--- config.mk ---
export PLATFORM = sky130hd
export DESIGN_NAME = ats_ctrl
export DESIGN_NICKNAME = d
export VERILOG_FILES = /design/src/hw/rtl/adaptive_tile_sample_scheduler_defines.svh /design/src/hw/rtl/ats_pkg.sv /design/src/hw/rtl/ats_ctrl.sv
export SDC_FILE = /design/constraint.sdc
export NUM_CORES = 1
export LEC_CHECK = 0
export ABC_AREA = 0
export BUFFER_PORTS_ARGS = -buffer_cell sky130_fd_sc_hd__buf_2
export CORE_AREA = 2 2 39 41
export DETAILED_ROUTE_END_ITERATION = 10
export DIE_AREA = 0 0 41 43
export SKIP_CTS_REPAIR_TIMING = 1
export SYNTH_ARGS = -nofsm -noshare
export SYNTH_HDL_FRONTEND = slang
export SYNTH_SLANG_ARGS = --single-unit
export TNS_END_PERCENT = 30
--- constraint.sdc ---
create_clock -name clk -period 2.5 [get_ports clk]
set_input_delay 0.25 -clock clk [delete_from_list [all_inputs] [get_ports clk]]
set_output_delay 0.25 -clock clk [all_outputs]
set_load 0.005 [all_outputs]
--- src/hw/rtl/adaptive_tile_sample_scheduler_defines.svh ---
// Assertion helpers shared by the scheduler top level.
`ifndef ADAPTIVE_TILE_SAMPLE_SCHEDULER_DEFINES_SVH
`define ADAPTIVE_TILE_SAMPLE_SCHEDULER_DEFINES_SVH

// Check cons in the same cycle as ante.
`define ATS_ASSERT_NOW(label, ante, cons) \
	label: assert property (@(posedge clk) disable iff (!arst_n) (ante) |-> (cons)) \
		else $error("scheduler assertion failed");

// Check cons in the cycle after ante.
`define ATS_ASSERT_NEXT(label, ante, cons) \
	label: assert property (@(posedge clk) disable iff (!arst_n) (ante) |=> (cons)) \
		else $error("scheduler assertion failed");

`endif

--- src/hw/rtl/ats_pkg.sv ---
package ats_pkg;

	localparam int TILE_SIZE     = 16;
	localparam int TILE_BITS     = $clog2(TILE_SIZE);
	localparam int MAX_COUNT     = 40;
	localparam int CHANNELS      = 3;
	localparam int MAX_TILES_DEF = 4096;

	localparam int MODE_W     = 2;
	localparam int TILE_W     = 12;
	localparam int REQ_W      = 16;
	localparam int PIX_W      = 10;
	localparam int FACTOR_W   = 6;
	localparam int GEOM_W     = 7;
	localparam int GEOM_MAX   = 64;
	localparam int COORD_W    = PIX_W - TILE_BITS;
	localparam int SC_W       = $clog2(MAX_COUNT * CHANNELS + 1);
	localparam int CFG_IDX_W  = 2;
	localparam int CFG_DATA_W = 7;

	localparam logic [MODE_W-1:0] MODE_NEXT  = 2'd0;
	localparam logic [MODE_W-1:0] MODE_SET   = 2'd1;
	localparam logic [MODE_W-1:0] MODE_QUERY = 2'd2;

	localparam logic [CFG_IDX_W-1:0] REG_TILES_ACROSS = 2'd0;
	localparam logic [CFG_IDX_W-1:0] REG_TILES_DOWN   = 2'd1;
	localparam logic [CFG_IDX_W-1:0] REG_FACTORED_EN  = 2'd2;

	typedef struct packed {
		logic clear_step;
		logic accept;
		logic finish;
	} ats_cmd_t;

	typedef struct packed {
		logic clear_last;
	} ats_sts_t;

endpackage

--- src/hw/rtl/ats_ctrl.sv ---
module ats_ctrl import ats_pkg::*; (
	input  logic     clk,
	input  logic     arst_n,
	input  logic     in_valid,
	output logic     in_ready,
	output logic     out_valid,
	input  logic     out_ready,
	output ats_cmd_t cmd,
	input  ats_sts_t sts
);

	localparam logic [1:0] ST_CLEAR = 2'd0;
	localparam logic [1:0] ST_IDLE  = 2'd1;
	localparam logic [1:0] ST_BUSY  = 2'd2;

	logic [1:0] state_q;
	logic [1:0] state_d;
	logic       out_valid_q;

	always_comb begin
		cmd.clear_step = (state_q == ST_CLEAR);
		cmd.accept     = (state_q == ST_IDLE) && in_valid;
		cmd.finish     = (state_q == ST_BUSY) && (!out_valid_q || out_ready);
	end

	always_comb begin
		state_d = state_q;
		case (state_q)
			ST_CLEAR: begin
				if (sts.clear_last) state_d = ST_IDLE;
			end
			ST_IDLE: begin
				if (in_valid) state_d = ST_BUSY;
			end
			ST_BUSY: begin
				if (cmd.finish) state_d = ST_IDLE;
			end
			default: begin
				state_d = ST_CLEAR;
			end
		endcase
	end

	always_ff @(posedge clk or negedge arst_n) begin
		if (!arst_n) begin
			state_q     <= ST_CLEAR;
			out_valid_q <= 1'b0;
		end else begin
			state_q <= state_d;
			if (cmd.finish) out_valid_q <= 1'b1;
			else if (out_ready) out_valid_q <= 1'b0;
		end
	end

	assign in_ready  = (state_q == ST_IDLE);
	assign out_valid = out_valid_q;

endmodule

==> results of run 1 <==
## how the worst max path moves through the flow
stage / depth (start not counted) / endpoint / startpoint
after floorplan: 2 / cmd[0] / state_q[0]
after global placement: 3 / cmd[0] / state_q[0]
after detailed placement: 3 / cmd[0] / state_q[0]
after CTS: 3 / cmd[0] / state_q[0]
after global routing: 3 / cmd[0] / state_q[0]
final: 3 / cmd[0] / state_q[0]
## per-stage QoR
| step | hold slack, ns | power [W] | std cells |
|---|---|---|---|
| after floorplan | -0.0456 | 0.000156 | 16 |
| after global placement | 0.0483 | 0.000205 | 41 |
| after detailed placement | 0.0498 | 0.000205 | 41 |
| after CTS | -0.209 | 0.000298 | 45 |
| after global routing | 0.319 | 0.000321 | 46 |
| final | 0.314 | 0.000291 | 46 |
## cell usage in the layout, fill, tap and decap left out, drive strengths merged
master / n
buf: 9
dlygate4sd3: 1
and2: 1
clkbuf: 4
nor2b: 2
dfrtp: 3
nor2: 4
o32ai: 1
nand2b: 2
nand2: 2
o22ai: 1
## power groups by stage
stage	logic, W	registers [W]	clock network (W)
floorplan	0.0000638	0.0000926	0
global placement	0.000110	0.0000955	0
detailed placement	0.000108	0.0000962	0
CTS	0.000110	0.0000966	0.0000922
global route	0.000122	0.000102	0.0000982
finish	0.000108	0.0000966	0.0000861
## cell usage after synthesis
cell      n  area, um^2
nor2_1    4        15.0
dfrtp_1   3        75.1
nand2_1   2        7.51
nor2b_1   2        12.5
and2_1    1        6.26
nand2b_1  1        6.26
nand2b_2  1        8.76
o22ai_1   1        6.26
o32ai_2   1        16.3
## final cells by class
cell class | count | area [um^2]
multi-input cells | 13 | 78.8
fillers | 167 | 1130
clock buffers | 4 | 26.3
flip-flops and latches | 3 | 75.1
repair buffers | 10 | 55.1
well taps | 16 | 20.0
## flip-flops by register name (all words and copies together) (netlist names)
signal	flops
state_q	2
out_valid	1
## worst reg2reg max path, cell delays in order, from the launching register on
cell	delay (ns)
dfrtp_1	0.41
and2_1	0.16
o32ai_2	0.23
## kinds of logic (layout without fill, tap and decap cells)
group	count (synthesis)	count (layout)	share of synthesized area
and+or+nand+nor	11	11	0.366
AOI/OAI and AO/OA	2	2	0.146
buffers and inverters	0	14	0
DFF	3	3	0.488
## layer usage
metal,global-route usage,vias to the layer above
li1,-,83
met1,0.0677,63
met2,0.0688,6
met3,0.0785,0
met4,0.0600,0
met5,0,-
==> flow_summary.json, run 1 <==
{
  "cp_cell_sequence": "nand2b_2 > nor2_1 > buf_2",
  "initial_core_util": 0.111,
  "num_rows": 14,
  "fin_crit_sh": 0.532,
  "wl_um": 390,
  "clkSlewWorstSetupHoldPaths_ns": 0.04,
  "drc_errors": 0,
  "fp.dieW_um": 41,
  "dieArea_um2": 1760,
  "grt_pass1_vias": 151,
  "portBuffers": 9,
  "power.switching_w": 0.0000982,
  "slew_viol_final": 0,
  "peakVddDrop_mv": 0.442,
  "hold_path.class": "primary input to flop",
  "cp.required_ns": 2.25,
  "p_per_area_nw_per_um2": 1140,
  "holdPathStages": 3,
  "antenna_cells": 0,
  "clkLatencyLatePin_ns": 0.23,
  "viasPerCell": 3.30,
  "reg2reg_from": "state_q[0]",
  "dr_wl_met2_um": 158,
  "path_buf_inv": 1,
  "grt_overflow": 0,
  "fin_crit_ns": 1.33,
  "postLayoutCoreUtil": 0.184,
  "wl_per_cell_um": 8.48,
  "dr.pass1.iters": 2,
  "htree_levels": 1,
  "grt_use_total": 0.0673,
  "postRouteAntennaNets": 0,
  "vias": 152,
  "cts_sinks": 3,
  "cts_tree": "done",
  "area_growth_pct": 65.9,
  "min_from": "out_ready",
  "top_layer": "met3",
  "boundaryPins": 10,
  "dpl_cell_area_um2": 219,
  "start_kind": "flop",
  "p_leak_nw": 0.132,
  "core_area_um2": 1380,
  "finalSetupTns_ns": 0,
  "swShare": 0.338,
  "worstMarginPinSlew_ns": 0.226,
  "cts_buffer_depth": 2,
  "drive_gt1_frac": 0.467,
  "r2r_setup_slack_ns": 1.60,
  "cp_slowest_stage_delay_ns": 0.41,
  "numCtsBuffers": 3,
  "ys_ff_latch": 3,
  "maxSlewHeadroom": 0.849,
  "ys_warn_count": 0,
  "worst_slack_ns": 1.17,
  "synth_nets": 21,
  "worst_path_max_delay_cell": "dfrtp_1",
  "fmax_mhz": 753,
  "p_clk_frac": 0.296,
  "yosysSeqAreaShare": 0.488,
  "synth_area_per_cell_um2": 9.62,
  "r2r_cells": 2,
  "seqPwrFrac": 0.332,
  "grt_max_degree": 7,
  "synthCells": 16,
  "max_cap_violations": 0,
  "p_int_w": 0.000192,
  "grt_first_pass_wirelength_um": 669,
  "crit_family": "flip-flops",
  "wl_met3_um": 44,
  "crit_type": "flop to primary output",
  "fin_area_um2": 255,
  "crit_fanout": 6,
  "syn_area_um2": 154,
  "fin_skew_ns": 0.00332,
  "dr.first_iter.drc_count": 2,
  "globalplace.congestion": 0.721,
  "place_ws_ns": 1.42,
  "antenna_found_initial": 0,
  "yosysUniqueCellTypes": 9,
  "rr_endpoint": "state_q[0]",
  "final_hold_viol_count": 0,
  "finalSetupViolCount": 0,
  "hold-path-endpoint": "state_q[0]",
  "rsz0062_at_grt": "no",
  "root_buffer": "clkbuf_4",
  "pwr-share-comb": 0.371,
  "m1WireLength_um": 187,
  "worstPathArrival_ns": 1.08,
  "crit_path_end_kind": "primary output",
  "status": "completed",
  "die_h_um": 43,
  "nets": 36
}
No activity file was read; power rests on OpenSTA's default activity.
==> run 2: changes to the inputs <==
Clock period 2.5 ns to 1.18 ns, I/O delays scaled along.
==> run 2 against run 1 <==
  * Routed wire length shrank 0.26%
  * Clock-buffer cell count is the same
  * Global-route usage shrank 0.90 points
  * Critical path depth is the same
  * Worst setup slack lost 1.1 ns
  * Final cell count is the same
  * Final area grew 3.9%
  * Via count grew 12%
  * Largest power group unchanged
==> flow_summary.json, run 2 (synthesis results as in run 1) <==
{
  "status": "completed",
  "fmax_mhz": 888,
  "postRouteAntennaNets": 0,
  "max_cap_violations": 0,
  "nets": 36,
  "grt_overflow": 0,
  "portBuffers": 9,
  "crit_fanout": 6,
  "grt_max_degree": 7,
  "drc_errors": 0,
  "dp_hpwl_um": 294,
  "antenna_cells": 0,
  "clkLatencyLatePin_ns": 0.24,
  "wl_um": 389,
  "num_rows": 14,
  "place_ws_ns": 0.221,
  "regMostFlops": "state_q",
  "grt_use_total": 0.0584,
  "antenna_found_initial": 0,
  "finalSetupTns_ns": 0,
  "cts_tree": "done",
  "postLayoutCoreUtil": 0.192,
  "dr.pass1.iters": 4,
  "fin_crit_sh": 0.955,
  "boundaryPins": 10,
  "final_hold_viol_count": 0,
  "rsz0062_at_grt": "yes",
  "finalSetupViolCount": 0,
  "holdWs_ns": 0.169,
  "fp.dieW_um": 41,
  "area_growth_pct": 72.4,
  "peakVddDrop_mv": 0.582,
  "p_total_w": 0.000640,
  "crit_path_end_kind": "primary output",
  "initial_core_util": 0.111,
  "p_leak_nw": 0.137,
  "vias": 170,
  "worstMarginPinSlew_ns": 0.240,
  "grt_pass1_vias": 147,
  "grt_first_pass_wirelength_um": 565,
  "wl_per_cell_um": 8.46,
  "cp.required_ns": 1.06,
  "p_per_area_nw_per_um2": 2410,
  "maxSlewHeadroom": 0.840,
  "htree_levels": 1,
  "globalplace.congestion": 0.729,
  "dieArea_um2": 1760,
  "largest_register_ffs": 2,
  "dr.first_iter.drc_count": 4,
  "final_cell_mix": "9 x buf_2, 3 x nor2_1, 3 x clkbuf_4, 3 x dfrtp_1, 2 x nand2_1",
  "fin_crit_ns": 1.13,
  "clkSlewWorstSetupHoldPaths_ns": 0.04,
  "cts_buffer_depth": 2,
  "cts_sinks": 3,
  "start_kind": "flop",
  "drive_gt1_frac": 0.533,
  "crit_type": "flop to primary output",
  "worstPathArrival_ns": 1.01,
  "die_h_um": 43,
  "worst_slack_ns": 0.0533,
  "root_buffer": "clkbuf_4",
  "slew_viol_final": 0,
  "layout_commonest_cell": "buf_2",
  "viasPerCell": 3.70,
  "core_area_um2": 1380,
  "fin_skew_ns": 0.000547,
  "numCtsBuffers": 3,
  "hold_path.class": "primary input to flop"
}
[run 2: cell counts in the layout (fill, tap and decap cells not counted)]
Identical to the previous run, type by type.
[run 2: per-stage QoR]
stage	std cells	instance area [um^2]
floorplan	16	154
global placement	41	219
detailed placement	41	219
CTS	45	245
global route	46	265
finish	46	265
[run 2: area by class of cell]
class                           instances  area, um^2
Clock buffer                            4        26.3
Fill cell                             161        1120
Multi-Input combinational cell         13        88.8
Sequential cell                         3        75.1
Tap cell                               16        20.0
Timing Repair Buffer                   10        55.1
[run 2: path summary, 6_finish.rpt]
check	cells past startpoint	start	to	slack, ns
min reg2reg	2	out_valid	out_valid	0.54
min	3	out_ready	state_q[0]	0.17
max in group asynchronous	2	arst_n	state_q[0]	0.87
max	3	state_q[0]	cmd[0]	0.05
max reg2reg	2	state_q[0]	state_q[0]	0.29
min in group asynchronous	2	arst_n	state_q[1]	0.21
[run 2: worst max-delay path: stages (launching register included)]
cell and delay, ns:
dfrtp_1 0.41, nand2b_4 0.18, nor2_2 0.08, buf_2 0.11
[run 2: where the power goes]
group          internal (W)  leakage, nW  switching [W]
sequential         0.000149       0.0379      0.0000592
clock              0.000127       0.0150      0.0000580
combinational      0.000146       0.0841       0.000101
total              0.000422        0.137       0.000218
[run 2: metal layers]
metal	wire [um]	track usage	vias up
met3	49	0.0314	5
met5	0	0	-
met4	32	0.100	0
met2	157	0.0656	9
li1	-	-	81
met1	150	0.0518	75
==> run 3: changes to the inputs <==
Settings changed: ABC_CLOCK_PERIOD_IN_PS set to 1100.
Clock period 1.18 ns to 1.1 ns, I/O delays scaled along.
==> run 3 against run 2 <==
  * The flow now finishes with violations (negative setup slack)
  * Sequential share of layout area fell by 2.2 points
  * Worst hold slack better by 0.016 ns
  * Worst setup slack got worse by 0.074 ns
  * Total power increased by 17%
  * Combinational power rose by 32%
  * Routed wire length is 13% higher
  * Die area is the same
  * Utilization rose by 1.6 points
  * Critical path type unchanged
  * Highest routed layer is now met3
==> flow_summary.json, run 3 (synthesis results as in run 1) <==
{
  "core_area_um2": 1380,
  "drive_gt1_frac": 0.576,
  "cp.required_ns": 0.99,
  "largest_register_ffs": 2,
  "maxSlewHeadroom": 0.827,
  "fillCellCount": 167,
  "max_cap_violations": 0,
  "htree_levels": 1,
  "wl_per_cell_um": 9.00,
  "p_int_w": 0.000498,
  "dr.first_iter.drc_count": 2,
  "worstPathArrival_ns": 1.01,
  "antenna_found_initial": 0,
  "fin_crit_sh": 1.02,
  "numCtsBuffers": 3,
  "multiInputGateArea_um2": 88.8,
  "cts_tree": "done",
  "p_per_area_nw_per_um2": 2590,
  "root_buffer": "clkbuf_4",
  "grt_overflow": 0,
  "p_clk_frac": 0.266,
  "vias": 172,
  "postRouteAntennaNets": 0,
  "crit_path_end_kind": "primary output",
  "dp_hpwl_um": 280,
  "dpl_cell_area_um2": 219,
  "pwr-share-comb": 0.436,
  "peakVddDrop_mv": 1.15,
  "slew_viol_final": 0,
  "holdWs_ns": 0.185,
  "worst_slack_ns": -0.0212,
  "power.switching_w": 0.000248,
  "violations": "negative setup slack",
  "boundaryPins": 10,
  "nets": 39,
  "portBuffers": 9,
  "dr.pass1.iters": 2,
  "worstMarginPinSlew_ns": 0.259,
  "crit_type": "flop to primary output",
  "final_cell_mix": "9 x buf_2, 3 x nor2_1, 3 x clkbuf_4, 3 x dfrtp_1, 3 x buf_4",
  "fin_crit_ns": 1.12,
  "grt_first_pass_wirelength_um": 600,
  "hold_path.class": "primary input to flop",
  "fp.dieW_um": 41,
  "status": "complete, but fails checks",
  "clkSlewWorstSetupHoldPaths_ns": 0.04,
  "fin_skew_ns": 0.00296,
  "rsz0062_at_grt": "yes",
  "m1WireLength_um": 177,
  "antenna_cells": 0,
  "viasPerCell": 3.51,
  "seqPwrFrac": 0.298,
  "dr_wl_met2_um": 214,
  "start_kind": "flop",
  "p_total_w": 0.000746,
  "regMostFlops": "state_q",
  "grt_use_total": 0.0573,
  "dieArea_um2": 1760,
  "finalSetupViolCount": 1,
  "grt_max_degree": 7,
  "p_leak_nw": 0.150,
  "fmax_mhz": 892,
  "swShare": 0.333,
  "crit_fanout": 5,
  "place_ws_ns": 0.165,
  "wl_um": 441,
  "die_h_um": 43,
  "top_layer": "met3",
  "cts_buffer_depth": 2,
  "grt_pass1_vias": 154,
  "wl_met3_um": 49,
  "initial_core_util": 0.111,
  "fin_area_um2": 288,
  "drc_errors": 0,
  "num_rows": 14,
  "clkLatencyLatePin_ns": 0.24,
  "area_growth_pct": 87.0,
  "layout_commonest_cell": "buf_2",
  "final_hold_viol_count": 0,
  "globalplace.congestion": 0.703,
  "area.sequential_um2": 75.1,
  "cts_sinks": 3
}
[run 3: cell count changes in the layout (fill, tap and decap cells not counted)]
cell	previous run	this run
buf_4	0	3
[run 3: worst max-delay path: stages (launching register included)]
cell and delay, ns:
dfrtp_1 0.41, nand2b_4 0.17, nor2_2 0.08, buf_2 0.11
[run 3: metrics by stage]
stage / instances / TNS [ns] / utilization
after floorplan: 16 / 0 / -
after global placement: 41 / 0 / 0.158
after detailed placement: 41 / 0 / 0.158
after CTS: 45 / -0.0934 / 0.177
after global routing: 49 / -0.0947 / 0.208
final: 49 / -0.0212 / 0.208
[run 3: cell type report]
| type | instances | share of cell area |
|---|---|---|
| clock buffers | 4 | 0.0913 |
| multi-input cells | 13 | 0.309 |
| repair buffers | 13 | 0.270 |
| flip-flops and latches | 3 | 0.261 |
| well taps | 16 | 0.0696 |
[run 3: path summary, 6_finish.rpt]
check                                start    endpoint  slack [ns]  cells past startpoint
worst max-delay path            state_q[0]      cmd[0]       -0.02                      3
worst min-delay path             out_ready  state_q[0]        0.19                      3
worst max register to register  state_q[0]  state_q[0]        0.06                      3
worst min register to register   out_valid   out_valid        0.52                      2
max in group asynchronous           arst_n   out_valid        0.79                      2
min in group asynchronous           arst_n  state_q[0]        0.20                      2
[run 3: routing by layer]
layer / vias to the layer above / track usage
met5: - / 0
met4: 0 / 0.0200
met3: 0 / 0.0785
met2: 8 / 0.0656
met1: 76 / 0.0581
li1: 88 / -
[run 3: power groups by stage]
stage | logic, W | registers, W | clock network, W
2_1_floorplan | 0.000145 | 0.000211 | 0
3_3_place_gp | 0.000243 | 0.000218 | 0
3_5_place_dp | 0.000243 | 0.000220 | 0
4_1_cts | 0.000245 | 0.000219 | 0.000206
5_1_grt | 0.000362 | 0.000234 | 0.000225
6_report | 0.000325 | 0.000223 | 0.000199
